--- src/sv/rft_pkg.sv ---
package rft_pkg;

    // Message buffer geometry
    localparam int MSG_DEPTH = 64;
    localparam int ADDR_W    = $clog2(MSG_DEPTH);
    localparam int CNT_W     = ADDR_W + 1;

    // Rail count limits
    localparam int RAIL_MIN  = 2;
    localparam int RAIL_MAX  = 16;
    localparam int RAIL_W    = 5;

    // Configuration port
    localparam int CFG_IDX_W  = 2;
    localparam int CFG_DATA_W = 5;
    localparam logic [CFG_IDX_W-1:0] REG_RAILS   = CFG_IDX_W'(0);
    localparam logic [CFG_IDX_W-1:0] REG_DECRYPT = CFG_IDX_W'(1);

    // Sequencer states
    typedef enum logic [1:0] {
        ST_LOAD,
        ST_PERM,
        ST_EMIT_RD,
        ST_EMIT_LD
    } rft_state_t;

    // One step of the zigzag walk
    typedef struct packed {
        logic              valid;
        logic              done;
        logic [ADDR_W-1:0] pos;
        logic [ADDR_W-1:0] idx;
    } gen_out_t;

    // Permute-pass control toward the buffers
    typedef struct packed {
        logic              valid;
        logic [ADDR_W-1:0] rd_addr;
        logic [ADDR_W-1:0] wr_addr;
    } perm_ctl_t;

endpackage

--- src/sv/rft_addr_gen.sv ---
module rft_addr_gen (
    input  logic                      aclk,
    input  logic                      aresetn,
    input  logic                      start,
    input  logic [rft_pkg::RAIL_W-1:0] rails_eff,
    input  logic [rft_pkg::CNT_W-1:0]  len,
    output rft_pkg::gen_out_t          gen_o
);
    import rft_pkg::*;

    logic              active_reg, active_next;
    logic [RAIL_W-1:0] nr_reg, nr_next;
    logic [RAIL_W-1:0] k_reg, k_next;
    logic [CNT_W-1:0]  pos_reg, pos_next;
    logic              phase_reg, phase_next;
    logic [CNT_W-1:0]  j_reg, j_next;
    logic [CNT_W-1:0]  len_reg, len_next;

    logic [RAIL_W:0]   period;
    logic [RAIL_W:0]   k_dbl;
    logic [RAIL_W:0]   step;
    logic [CNT_W-1:0]  pos_sum;
    logic              edge_rail;
    logic              finish;
    logic              hit;

    // Step size of the zigzag on the current rail
    always_comb begin
        period    = {RAIL_W'(nr_reg - 1'b1), 1'b0};
        k_dbl     = {k_reg, 1'b0};
        edge_rail = (k_reg == '0) || (k_reg == RAIL_W'(nr_reg - 1'b1));
        if (edge_rail) begin
            step = period;
        end else if (phase_reg) begin
            step = k_dbl;
        end else begin
            step = period - k_dbl;
        end
        // shared position adder
        pos_sum = pos_reg + CNT_W'(step);
        finish  = active_reg && (j_reg == len_reg);
        hit     = active_reg && !finish && (pos_reg < len_reg);
    end

    // Walk rails top to bottom, each left to right
    always_comb begin
        active_next = active_reg;
        nr_next     = nr_reg;
        k_next      = k_reg;
        pos_next    = pos_reg;
        phase_next  = phase_reg;
        j_next      = j_reg;
        len_next    = len_reg;
        if (start) begin
            active_next = 1'b1;
            nr_next     = rails_eff;
            k_next      = '0;
            pos_next    = '0;
            phase_next  = 1'b0;
            j_next      = '0;
            len_next    = len;
        end else if (finish) begin
            active_next = 1'b0;
        end else if (hit) begin
            pos_next   = pos_sum;
            phase_next = !phase_reg;
            j_next     = j_reg + 1'b1;
        end else if (active_reg) begin
            k_next     = k_reg + 1'b1;
            pos_next   = CNT_W'(RAIL_W'(k_reg + 1'b1));
            phase_next = 1'b0;
        end
    end

    always_ff @(posedge aclk) begin
        if (!aresetn) begin
            active_reg <= 1'b0;
        end else begin
            active_reg <= active_next;
        end
        nr_reg    <= nr_next;
        k_reg     <= k_next;
        pos_reg   <= pos_next;
        phase_reg <= phase_next;
        j_reg     <= j_next;
        len_reg   <= len_next;
    end

    assign gen_o.valid = hit;
    assign gen_o.done  = finish;
    assign gen_o.pos   = pos_reg[ADDR_W-1:0];
    assign gen_o.idx   = j_reg[ADDR_W-1:0];

endmodule

--- src/sv/rft_perm_buf.sv ---
module rft_perm_buf (
    input  logic                       aclk,
    input  logic                       aresetn,
    input  logic                       load_we,
    input  logic [rft_pkg::ADDR_W-1:0] load_addr,
    input  logic [7:0]                 load_data,
    input  rft_pkg::perm_ctl_t         perm_i,
    input  logic                       emit_rd_en,
    input  logic [rft_pkg::ADDR_W-1:0] emit_addr,
    output logic [7:0]                 emit_data
);
    import rft_pkg::*;

    logic [7:0] store_mem [MSG_DEPTH];
    logic [7:0] result_mem [MSG_DEPTH];

    logic [7:0]        store_q_reg;
    logic              wr_pend_reg;
    logic [ADDR_W-1:0] wr_addr_reg;
    logic [7:0]        emit_q_reg;

    // Hold incoming message bytes
    always_ff @(posedge aclk) begin
        if (load_we) begin
            store_mem[load_addr] <= load_data;
        end
    end

    // Permute: read one source byte, write it in the following cycle
    always_ff @(posedge aclk) begin
        if (!aresetn) begin
            wr_pend_reg <= 1'b0;
        end else begin
            wr_pend_reg <= perm_i.valid;
        end
        if (perm_i.valid) begin
            store_q_reg <= store_mem[perm_i.rd_addr];
            wr_addr_reg <= perm_i.wr_addr;
        end
    end

    always_ff @(posedge aclk) begin
        if (wr_pend_reg) begin
            result_mem[wr_addr_reg] <= store_q_reg;
        end
    end

    // Read permuted message in order
    always_ff @(posedge aclk) begin
        if (emit_rd_en) begin
            emit_q_reg <= result_mem[emit_addr];
        end
    end

    assign emit_data = emit_q_reg;

endmodule

--- src/sv/rail_fence_transposition_core.sv ---
// Channel | Ports                                  | Contents
// s_      | s_tvalid s_tready s_tdata[7:0] s_tlast | message byte in, last marker
// m_      | m_tvalid m_tready m_tdata[7:0] m_tlast | permuted byte, last, m_tuser[0]
//         | m_tuser[0]                             | overflow flag
// cfg_    | cfg_valid cfg_ready cfg_index cfg_data | 0 rails, 1 decrypt mode
//
// Bytes load at one per cycle while the block is in its load state.
// After the last byte the zigzag walker permutes n bytes through the message
// buffer into the result buffer, one position per cycle on a single shared
// adder, except on the cycles where it moves on to the next rail.
// Emit then takes each byte through a buffer read and an output register load.
// Reset (aresetn low, synchronous) clears counters, flags and output valid; rails reset to 2, mode to encrypt.
// A stalled output holds its item; input is refused until the last item is loaded.
module rail_fence_transposition_core (
    input  logic                              aclk,
    input  logic                              aresetn,
    // config write
    input  logic                              cfg_valid,
    output logic                              cfg_ready,
    input  logic [rft_pkg::CFG_IDX_W-1:0]     cfg_index,
    input  logic [rft_pkg::CFG_DATA_W-1:0]    cfg_data,
    // input stream
    input  logic                              s_tvalid,
    output logic                              s_tready,
    input  logic [7:0]                        s_tdata,   // [7:0] in_byte
    input  logic                              s_tlast,   // in_last
    // result stream
    output logic                              m_tvalid,
    input  logic                              m_tready,
    output logic [7:0]                        m_tdata,   // [7:0] out_byte
    output logic                              m_tlast,   // out_last
    output logic [0:0]                        m_tuser    // [0] overflow
);
    import rft_pkg::*;

    rft_state_t        state_reg, state_next;
    logic [CNT_W-1:0]  count_reg, count_next;
    logic              ovf_reg, ovf_next;
    logic [CNT_W-1:0]  emit_idx_reg, emit_idx_next;
    logic [RAIL_W-1:0] rails_reg;
    logic              dec_reg;

    logic              m_tvalid_reg, m_tvalid_next;
    logic [7:0]        m_tdata_reg;
    logic              m_tlast_reg;
    logic              m_tuser_reg;

    logic              s_accept;
    logic              room;
    logic              out_free;
    logic              out_load;
    logic              emit_last;
    logic              gen_start;
    logic              emit_rd_en;
    logic [RAIL_W-1:0] rails_eff;
    gen_out_t          gen;
    perm_ctl_t         perm;
    logic [7:0]        emit_data;

    assign cfg_ready = 1'b1;
    assign s_accept  = s_tvalid && s_tready;
    assign room      = (count_reg < CNT_W'(MSG_DEPTH));
    assign out_free  = !m_tvalid_reg || m_tready;
    assign emit_last = (CNT_W'(emit_idx_reg + 1'b1) == count_reg);

    // Clamp the rail count
    always_comb begin
        if (rails_reg < RAIL_W'(RAIL_MIN)) begin
            rails_eff = RAIL_W'(RAIL_MIN);
        end else if (rails_reg > RAIL_W'(RAIL_MAX)) begin
            rails_eff = RAIL_W'(RAIL_MAX);
        end else begin
            rails_eff = rails_reg;
        end
    end

    // Next state
    always_comb begin
        state_next = state_reg;
        unique case (state_reg)
            ST_LOAD: begin
                if (s_accept && s_tlast) begin
                    state_next = ST_PERM;
                end
            end
            ST_PERM: begin
                if (gen.done) begin
                    state_next = ST_EMIT_RD;
                end
            end
            ST_EMIT_RD: begin
                state_next = ST_EMIT_LD;
            end
            ST_EMIT_LD: begin
                if (out_free) begin
                    state_next = emit_last ? ST_LOAD : ST_EMIT_RD;
                end
            end
            default: begin
                state_next = ST_LOAD;
            end
        endcase
    end

    // State outputs
    always_comb begin
        s_tready   = 1'b0;
        gen_start  = 1'b0;
        emit_rd_en = 1'b0;
        out_load   = 1'b0;
        unique case (state_reg)
            ST_LOAD: begin
                s_tready  = 1'b1;
                gen_start = s_tvalid && s_tlast;
            end
            ST_PERM: begin
            end
            ST_EMIT_RD: begin
                emit_rd_en = 1'b1;
            end
            ST_EMIT_LD: begin
                out_load = out_free;
            end
            default: begin
            end
        endcase
    end

    // Byte count, overflow flag and emit index
    always_comb begin
        count_next    = count_reg;
        ovf_next      = ovf_reg;
        emit_idx_next = emit_idx_reg;
        if (s_accept) begin
            if (room) begin
                count_next = count_reg + 1'b1;
            end else begin
                ovf_next = 1'b1;
            end
        end
        if (gen_start) begin
            emit_idx_next = '0;
        end
        if (out_load) begin
            emit_idx_next = emit_idx_reg + 1'b1;
            if (emit_last) begin
                count_next = '0;
                ovf_next   = 1'b0;
            end
        end
    end

    // Output register
    always_comb begin
        if (out_load) begin
            m_tvalid_next = 1'b1;
        end else if (m_tready) begin
            m_tvalid_next = 1'b0;
        end else begin
            m_tvalid_next = m_tvalid_reg;
        end
    end

    always_ff @(posedge aclk) begin
        if (!aresetn) begin
            state_reg    <= ST_LOAD;
            count_reg    <= '0;
            ovf_reg      <= 1'b0;
            emit_idx_reg <= '0;
            m_tvalid_reg <= 1'b0;
        end else begin
            state_reg    <= state_next;
            count_reg    <= count_next;
            ovf_reg      <= ovf_next;
            emit_idx_reg <= emit_idx_next;
            m_tvalid_reg <= m_tvalid_next;
        end
        if (out_load) begin
            m_tdata_reg <= emit_data;
            m_tlast_reg <= emit_last;
            m_tuser_reg <= ovf_reg;
        end
    end

    // Configuration registers
    always_ff @(posedge aclk) begin
        if (!aresetn) begin
            rails_reg <= RAIL_W'(RAIL_MIN);
            dec_reg   <= 1'b0;
        end else if (cfg_valid && cfg_ready) begin
            unique case (cfg_index)
                REG_RAILS:   rails_reg <= cfg_data[RAIL_W-1:0];
                REG_DECRYPT: dec_reg   <= cfg_data[0];
                default: begin
                end
            endcase
        end
    end

    // Route walker positions: encrypt gathers, decrypt scatters
    always_comb begin
        perm.valid   = gen.valid;
        perm.rd_addr = dec_reg ? gen.idx : gen.pos;
        perm.wr_addr = dec_reg ? gen.pos : gen.idx;
    end

    rft_addr_gen u_gen (
        .aclk      (aclk),
        .aresetn   (aresetn),
        .start     (gen_start),
        .rails_eff (rails_eff),
        .len       (count_next),
        .gen_o     (gen)
    );

    rft_perm_buf u_buf (
        .aclk       (aclk),
        .aresetn    (aresetn),
        .load_we    (s_accept && room),
        .load_addr  (count_reg[ADDR_W-1:0]),
        .load_data  (s_tdata),
        .perm_i     (perm),
        .emit_rd_en (emit_rd_en),
        .emit_addr  (emit_idx_reg[ADDR_W-1:0]),
        .emit_data  (emit_data)
    );

    assign m_tvalid   = m_tvalid_reg;
    assign m_tdata    = m_tdata_reg;
    assign m_tlast    = m_tlast_reg;
    assign m_tuser[0] = m_tuser_reg;

endmodule

--- config.mk ---
export PLATFORM = sky130hd
export DESIGN_NAME = rail_fence_transposition_core
export DESIGN_NICKNAME = d
export VERILOG_FILES = /design/src/sv/rft_pkg.sv /design/src/sv/rft_addr_gen.sv /design/src/sv/rft_perm_buf.sv /design/src/sv/rail_fence_transposition_core.sv
export SDC_FILE = /design/constraint.sdc
export NUM_CORES = 1
export LEC_CHECK = 0
export BUFFER_PORTS_ARGS = -buffer_cell sky130_fd_sc_hd__buf_2
export CAP_MARGIN = 5
export CORE_AREA = 2 2 417 316
export CTS_CLUSTER_SIZE = 12
export DETAILED_ROUTE_END_ITERATION = 10
export DIE_AREA = 0 0 419 318
export HOLD_SLACK_MARGIN = 0.05
export PLACE_DENSITY = 0.58
export SYNTH_ARGS = -nofsm -noshare
export SYNTH_HDL_FRONTEND = slang
export SYNTH_HIERARCHICAL = 1
export SYNTH_SLANG_ARGS = --single-unit
--- constraint.sdc ---
create_clock -name aclk -period 3.7 [get_ports aclk]
set_clock_uncertainty 0.1 [all_clocks]
set_input_delay 0.74 -clock aclk [delete_from_list [all_inputs] [get_ports aclk]]
set_output_delay 0.74 -clock aclk [all_outputs]
set_load 0.01 [all_outputs]
Word-level counts from Yosys, hierarchy flattened

Memories as Yosys holds them, arrays and structs flattened. A register that Yosys moved wholly into a read port is not among the register bits.
Index checks and enable logic that the tools add are counted.

Register bits: 74
Logic and storage cells: 107
Memories kept: 2
Memory bits (writable): 1024
Input bits: 21

Memory list:

| memory           | words | width | read ports | clocked after memory_dff | wr ports | line               | source |
|---|---|---|---|---|---|---|---|
| u_buf.result_mem | 64    | 8     | 1          | 1                        | 1        | rft_perm_buf.sv:15 | `logic [7:0] result_mem [MSG_DEPTH];` |
| u_buf.store_mem  | 64    | 8     | 1          | 1                        | 1        | rft_perm_buf.sv:14 | `logic [7:0] store_mem [MSG_DEPTH];` |

Reduce and logical (&&, ||, !) cells: 26
$add $sub $neg: 7
Bitwise gates (word level): 2
Equal/unequal tests: 10
Multiplexer cells: 36
$lt $le $gt $ge: 4

Operators with widths:

| operator            | count |
|---|---|
| $mux 7              | 8 |
| $mux 6              | 4 |
| $add 7x1->7 const B | 3 |
| $mux 1              | 18 |
| $eq 7x7->1          | 2 |
| $mux 2              | 4 |
| $pmux 2 s4          | 1 |
| $reduce_and 2->1    | 4 |
| $reduce_bool 2->1   | 4 |
| $add 7x6->7         | 1 |
| $logic_and 1x1->1   | 7 |
| $lt 7x7->1          | 1 |
| $lt 7x7->1 const B  | 1 |
| $reduce_and 3->1    | 2 |
| $sub 6x6->6         | 1 |
| $add 5x1->5 const B | 1 |
| $eq 5x5->1          | 1 |
| $gt 5x5->1 const B  | 1 |
| $logic_not 5->1     | 1 |
| $lt 5x2->1 const B  | 1 |
| $mux 5              | 1 |
| $sub 5x1->5 const B | 1 |
| $eq 2x1->1 const B  | 2 |
| $eq 2x2->1 const B  | 2 |
| 7 further kinds     | 13 |

Depth between registers and ports, before layout

Gate-level depths: netlist of the first run.

Depth after elaboration: 7
Mapped depth: 15
Depth with buffers taken out: 15

Cells and area by module

The synthesis of the first run kept the hierarchy.

By module, submodules not included:

| module                        | sequential area each (um^2) | area an instance (um^2) | cells each | instances |
|---|---|---|---|---|
| rft_perm_buf                  | 31430.1                     | 40795.4                 | 1892       | 1 |
| rft_addr_gen                  | 780.7                       | 2314.7                  | 237        | 1 |
| rail_fence_transposition_core | 780.7                       | 1848.0                  | 175        | 1 |

Worst setup path after synthesis of the first run

Ideal clock, no wire load.

Path kind: register -> register
Start point: reg u_gen.nr_reg[2]
End point: reg u_gen.pos_reg[5]
Slack: 441 ps
Cell stages (with the launch flop): 15
Data required time: 3530 ps
Clock period less this slack: 3259 ps
Setup time: 70 ps
Arrival time: 3088 ps
Buffers on the path: 0
Path through: edfxtp_1 nor3_1 xor2_1 ha_1 nand4_1 o21ai_1 o21ai_2 mux2_1 ha_1 fa_1 a21o_1 a21oi_1 xnor2_1 nand3_1 a21oi_1

Cells in the longest elaborated chain, start to end: 6
Elaborated cells on any way between the ends: 8
Classes of those cells: add/sub (3); eq/ne (1); mux (3); reduce/logical (1)

Ends and longest elaborated chain:

| what                                       | line                                   | source |
|---|---|---|
| start: declaration                         | rft_addr_gen.sv:12                     | `logic [RAIL_W-1:0] nr_reg, nr_next;` |
| start signal: assignment                   | rft_addr_gen.sv:81                     | `nr_reg <= nr_next;` |
| $sub 5x1->5 (*)                            | rft_addr_gen.sv:29, rft_addr_gen.sv:31 |  |
| $sub 6x6->6 or $eq 5x5->1 (tied branches)  | rft_addr_gen.sv:37, rft_addr_gen.sv:31 |  |
| $mux 6 or $logic_or 1x1->1 (tied branches) | rft_addr_gen.sv:34, rft_addr_gen.sv:31 |  |
| $mux 6 (*)                                 | rft_addr_gen.sv:32                     | `if (edge_rail) begin` |
| $add 7x6->7 (*)                            | rft_addr_gen.sv:40                     | `pos_sum = pos_reg + CNT_W'(step);` |
| $mux 7 (*)                                 | rft_addr_gen.sv:64                     | `end else if (hit) begin` |
| end signal: assignment                     | rft_addr_gen.sv:83                     | `pos_reg <= pos_next;` |
| end: declaration                           | rft_addr_gen.sv:14                     | `logic [CNT_W-1:0] pos_reg, pos_next;` |

Every way passes the cells marked *; elsewhere a longest branch is shown, timed or not.
A chain may end at the register's enable or synchronous reset.

Final worst setup path of the first run

Same ends and word-level chain as after synthesis.

==> reports/summary.txt, run 1 <==
Num CTS Buffers = 109
Htree depth = 3
Chip width = 419 um
First-pass GRT wire length = 154000 um
WL final = 103000 um
Power Density = 579 mW/mm^2
FILL cells = 11472
Met2 usage = 22.8%
GP Congestion = 0.821
Top-area cell type share of the netlist area = 71.3%
Layout Cells excl Fill = 4289
Port-buffer cells = 32
Worst path depth = 14
Worst-Margin Slew = 1.11 ns
Post-CTS Hold Buffers = 0
CTS clock-pin slew for the worst setup and hold paths = 0.06 ns
Async SR Flop Fraction = 0%
Syn Inst Count = 2304
CTS tree = done
Critical path's top delay family = adder cells
WP buf/inv = 0
GR Util met1 = 22.9%
All-Layer GR Usage = 15.5%
Worst hold path depth = 3
Layout Nets = 2516
Slew Limit Headroom = 26.0%
Core Area = 0.130 sq mm
N_diodes = 0
Register area = 0.0330 sq mm
Mean Syn Cell Area = 19.5 sq um
Number of global-route vias before repair = 23033
Tmin final = 3.57 ns
RSZ-0062 raised after global routing = true
Post-DP HPWL = 65400 um
Remaining DRCs = 0
Arrival time worst endpoint = 4.09 ns
Post-synthesis register bit count = 1114
Most common cell in the netlist = edfxtp_1
Worst skew pair latency = 0.72 ns
Total placed cells including tap cells = 4114
Drt first pass iters = 6
Crit end category = flop
Fraction of layout cells with a size suffix above 1 = 23.8%
Worst setup SP type = flop
Yosys top cell by area = edfxtp_1
List of most frequent post-synthesis cells = edfxtp_1, mux4_2, nor2_1
Met3 Usage GRT = 3.97%
CP max FO = 4
Total power = 29.5 mW
Slew Viols, Final = 0
GR Overflow Total = 0
Rows = 115
Vias/cell = 5.29
Initial Util = 34.7%
Static leakage = 15.5 nW
Max stage delay cell, worst path = edfxtp_1
Cells on worst reg2reg path = 14
CTS max path bufs = 3
GRT Max-Usage Layer = met1
Sequential share of the synthesized area = 73.4%
Worst vdd rail ir drop = 402 uV
Worst Hold Class = input pin to flop
Multi-input logic area = 0.0112 sq mm
Outcome = completed
WL/cell = 24.1 um
Antenna-violating nets left = 0
Antenna violations before repair = 1
Final hold violation count = 0
Die area = 0.133 sq mm
Worst Path Required = 4.22 ns
Largest net degree at the start of global routing = 69
Max Fclk = 0.280 GHz
Fin crit share = 96.5%
Critical path class = flop to flop
Peak per-stage delay on the critical path = 0.42 ns
Largest regs = u_buf/result_mem (512), u_buf/store_mem (512)
Cell Area, Synth = 0.0450 sq mm
Post-synth EDFFs = 1068
Synth area leaders = edfxtp_1, mux4_2, mux2i_1, dfxtp_1, mux4_1
Io pins = 34
Sink Count = 1114
Reported max-cap violation count = 0
YS warnings = 6
DIE HEIGHT = 318 um
Setup-failing EPs final = 0
Final hold slack = 0.170 ns
Initial DRC count = 2259
Total number of vias = 22698
Netlist cell types = 86
Cells along the critical path = nor3_2 -> xor2_1 -> ha_1 -> nand4_1 -> o21ai_2 -> o21ai_2 -> mux2_1 -> ha_1 -> fa_1 -> a21o_1 -> a21oi_1 -> xnor2_1 -> nand3_1 -> a21oi_1
Root buf cell = clkbuf_16
Area Overhead vs Synth = 13.6%
Main synth FF type = edfxtp_1
Post-Syn Nets = 2348
where the power goes:
group / total, mW / leakage, nW / internal (mW) / switching [mW]
Clock: 10.1 / 1.53 / 5.61 / 4.53
Sequential: 14.5 / 9.98 / 14.3 / 0.149
Combinational: 4.92 / 4.03 / 1.95 / 2.96
Total: 29.5 / 15.5 / 21.9 / 7.64
area by class of cell:
| class | instances | share of cell area, % |
|---|---|---|
| clock buffers | 149 | 5.71 |
| flip-flops and latches | 1114 | 64.6 |
| repair buffers | 191 | 2.89 |
| inverters | 17 | 0.125 |
| clock inverters | 24 | 0.517 |
| well taps | 1755 | 4.30 |
| multi-input cells | 1039 | 21.8 |
cells in the final DEF, fill, tap and decap left out, types with 26 or more instances in the layout:
master and count:
clkbuf_16 110, nor2_1 175, buf_2 32, nand3_1 26, nor2b_1 34, o21ai_0 44
mux4_2 220, a21oi_1 41, clkbuf_1 37, dfxtp_1 42, nand2_1 45, buf_4 150
mux2i_1 93, edfxtp_1 1068, mux4_1 30
what timing repair did:
action                     4_1_cts  5_1_grt
gates resized for setup          0       13
setup endpoints to repair        0        3
setup buffers                    0        1
path summary, 6_finish.rpt:
path | startpoint | end | slack [ns]
setup / recovery | u_gen/nr_reg[2] | u_gen/pos_reg[5] | 0.13
hold / removal | cfg_data[1] | rails_reg[1] | 0.17
setup reg to reg | u_gen/nr_reg[2] | u_gen/pos_reg[5] | 0.13
hold reg to reg | u_buf/emit_data[6] | m_tdata[6] | 0.32
cell families (layout without fill, tap and decap cells):
group	after synthesis	count (layout)	share of synthesized area (%)
AOI/OAI and AO/OA	210	210	3.06
xor gates and xnor gates	31	31	0.671
adders and majority gates	23	23	0.673
buffers and inverters	151	381	2.06
DFF	1114	1114	73.4
muxes	372	372	15.6
other	1	1	0.00834
and+or+nand+nor	402	402	4.55
per-stage QoR:
| stage | setup slack (ns) | cell area, sq um | TNS, ns | utilization [%] |
|---|---|---|---|---|
| after detailed placement | 0.0670 | 47800 | 0 | 36.8 |
| after CTS | 0.0385 | 51000 | 0 | 39.3 |
| final | 0.128 | 51100 | 0 | 39.4 |
| after floorplan | 0.441 | 45000 | 0 | - |
| after global routing | -0.00716 | 51100 | -0.00780 | 39.4 |
| after global placement | 0.207 | 47800 | 0 | 36.8 |
layer usage:
layer,up-vias,part of all wire (%)
li1,9713,-
met1,12008,45
met2,821,44
met3,154,8.2
met4,2,2.0
met5,-,0.0077
worst register-to-register path, cell delays in order, from the launching register on:
cell and delay [ns]:
edfxtp_1 0.42, nor3_2 0.21, xor2_1 0.26, ha_1 0.33
nand4_1 0.19, o21ai_2 0.11, o21ai_2 0.15, mux2_1 0.37
ha_1 0.23, fa_1 0.41, a21o_1 0.17, a21oi_1 0.16
xnor2_1 0.14, nand3_1 0.09, a21oi_1 0.16
Power figures use the tool's default switching activity.
==> run 2: changes to the inputs <==
--- a/config.mk
+++ b/config.mk
@@ -7,12 +7,12 @@
 export LEC_CHECK = 0
 export BUFFER_PORTS_ARGS = -buffer_cell sky130_fd_sc_hd__buf_2
 export CAP_MARGIN = 5
-export CORE_AREA = 2 2 417 316
+export CORE_AREA = 2 2 362 364
 export CTS_CLUSTER_SIZE = 12
 export DETAILED_ROUTE_END_ITERATION = 10
-export DIE_AREA = 0 0 419 318
+export DIE_AREA = 0 0 364 366
 export HOLD_SLACK_MARGIN = 0.05
-export PLACE_DENSITY = 0.58
+export PLACE_DENSITY = 0.46
 export SYNTH_ARGS = -nofsm -noshare
 export SYNTH_HDL_FRONTEND = slang
 export SYNTH_HIERARCHICAL = 1
==> reports/summary.txt, run 2 (synthesized netlist as in run 1, its figures left out) <==
Finished Cell Area = 0.0516 sq mm
Fraction of layout cells with a size suffix above 1 = 25.0%
Worst skew pair latency = 0.73 ns
First-pass GRT wire length = 161000 um
Slew Viols, Final = 0
Met2 usage = 26.2%
Worst-Margin Slew = 1.11 ns
CTS max path bufs = 3
Final Util = 40.0%
Vias/cell = 5.16
Largest net degree at the start of global routing = 65
Num CTS Buffers = 117
Post-DP HPWL = 68700 um
Reported max-cap violation count = 0
Most frequent cells in the layout = edfxtp_1, mux4_2, buf_4
Worst Hold Class = input pin to flop
Worst setup SP type = flop
Final TNS setup = 0 ns
GR Overflow Total = 0
Final worst slack = 0.129 ns
Reg2reg start = u_gen/nr_reg[2]
R2R Setup Slk = 0.13 ns
Slew Limit Headroom = 25.9%
GR Util met1 = 23.1%
Worst Path Required = 4.26 ns
Pre-CTS setup slack = 0.158 ns
Number of global-route vias before repair = 22865
Root buf cell = clkbuf_16
Sequential power share = 48.2%
Leading cell type in the layout, fill and taps excluded = edfxtp_1
CTS tree = done
GP Congestion = 0.780
Core Area = 0.129 sq mm
Initial DRC count = 2005
Met3 Usage GRT = 2.96%
All-Layer GR Usage = 16.6%
CP max FO = 4
Static leakage = 15.9 nW
Fin crit share = 96.5%
Setup-failing EPs final = 0
Sw Pwr = 7.88 mW
Initial Util = 34.9%
WL final = 110000 um
Switching share of power = 26.2%
Outcome = completed
Hold Crit Endpoint = rails_reg[1]
Port-buffer cells = 32
Layout Nets = 2560
Antenna violations before repair = 1
Area Overhead vs Synth = 14.7%
Drt first pass iters = 5
CTS clock-pin slew for the worst setup and hold paths = 0.06 ns
Critical path class = flop to flop
Clock power share = 36.1%
Largest regs = u_buf/result_mem (512), u_buf/store_mem (512)
Internal power = 22.2 mW
Worst hold path depth = 3
Min-delay src = cfg_data[1]
Crit end category = flop
R2r endpoint = u_gen/pos_reg[5]
Io pins = 34
GRT Max-Usage Layer = met2
Die area = 0.133 sq mm
Rows = 132
Remaining DRCs = 0
Sink Count = 1114
WL/cell = 25.4 um
Max Fclk = 0.280 GHz
Worst vdd rail ir drop = 372 uV
DIE HEIGHT = 366 um
Antenna-violating nets left = 0
Htree depth = 3
Cells on worst reg2reg path = 14
Total number of vias = 22433
Combinational Power Share = 15.7%
Tmin final = 3.57 ns
Cell Area, Placed = 0.0481 sq mm
Chip width = 364 um
Arrival time worst endpoint = 4.13 ns
Post-CTS Hold Buffers = 0
Final hold violation count = 0
Power Density = 584 mW/mm^2
==> run 2: layer usage <==
layer / vias up / wire length, um / share of wire [%]
met1: 11883 / 49200 / 45
met4: 0 / 3270 / 3.0
met3: 167 / 5340 / 4.8
met5: - / 0 / 0
li1: 9848 / - / -
met2: 535 / 52700 / 48
==> run 2: metrics by stage <==
stage               instances  power [mW]  hold slack [ns]
finish                   4350        30.1            0.134
global route             4349        31.3            0.109
CTS                      4347        30.6           0.0638
detailed placement       4137        19.6            0.307
global placement         4137        19.5            0.305
floorplan                2304        17.9            0.300
==> run 2: power groups by stage <==
stage	combinational [mW]	sequential (mW)	clock, mW
floorplan	3.04	14.9	0
global placement	4.75	14.8	0
detailed placement	4.81	14.8	0
CTS	4.82	14.5	11.2
global route	5.12	14.5	11.7
finish	4.73	14.5	10.9
==> run 2: worst max-delay path, stage by stage, from the launching register on <==
cell      delay, ns
edfxtp_1       0.45
nor3_2         0.23
xor2_1         0.27
ha_1           0.33
nand4_1        0.15
o21ai_2        0.07
o21ai_2        0.15
mux2_1         0.35
ha_1           0.23
fa_1           0.41
a21o_1         0.18
a21oi_1        0.18
xnor2_1        0.14
nand3_1        0.09
a21oi_1        0.16
==> run 2: final cells by class <==
type / count / area, sq um
well taps: 1742 / 2180
clock inverters: 64 / 425
multi-input cells: 1039 / 11100
flip-flops and latches: 1114 / 33000
diodes: 1 / 2.50
inverters: 17 / 63.8
fillers: 11585 / 77400
clock buffers: 146 / 3060
repair buffers: 227 / 1760
==> run 2: worst max-delay path by stage <==
stage / from / to / slack [ns] / depth (start not counted)
after floorplan: u_gen/nr_reg[2] / u_gen/pos_reg[5] / 0.44 / 14
after global placement: u_gen/nr_reg[2] / u_gen/pos_reg[5] / 0.17 / 14
after detailed placement: u_gen/nr_reg[2] / u_gen/pos_reg[4] / 0.16 / 14
after CTS: u_gen/nr_reg[2] / u_gen/pos_reg[5] / 0.13 / 14
after global routing: u_gen/nr_reg[2] / u_gen/pos_reg[6] / -0.03 / 14
final: u_gen/nr_reg[2] / u_gen/pos_reg[5] / 0.13 / 14
==> run 2: timing repair <==
| item | 4_1_cts | 5_1_grt |
|---|---|---|
| endpoints found under the setup margin | 0 | 3 |
| buffers inserted | 0 | 2 |
| gates resized for setup | 0 | 3 |
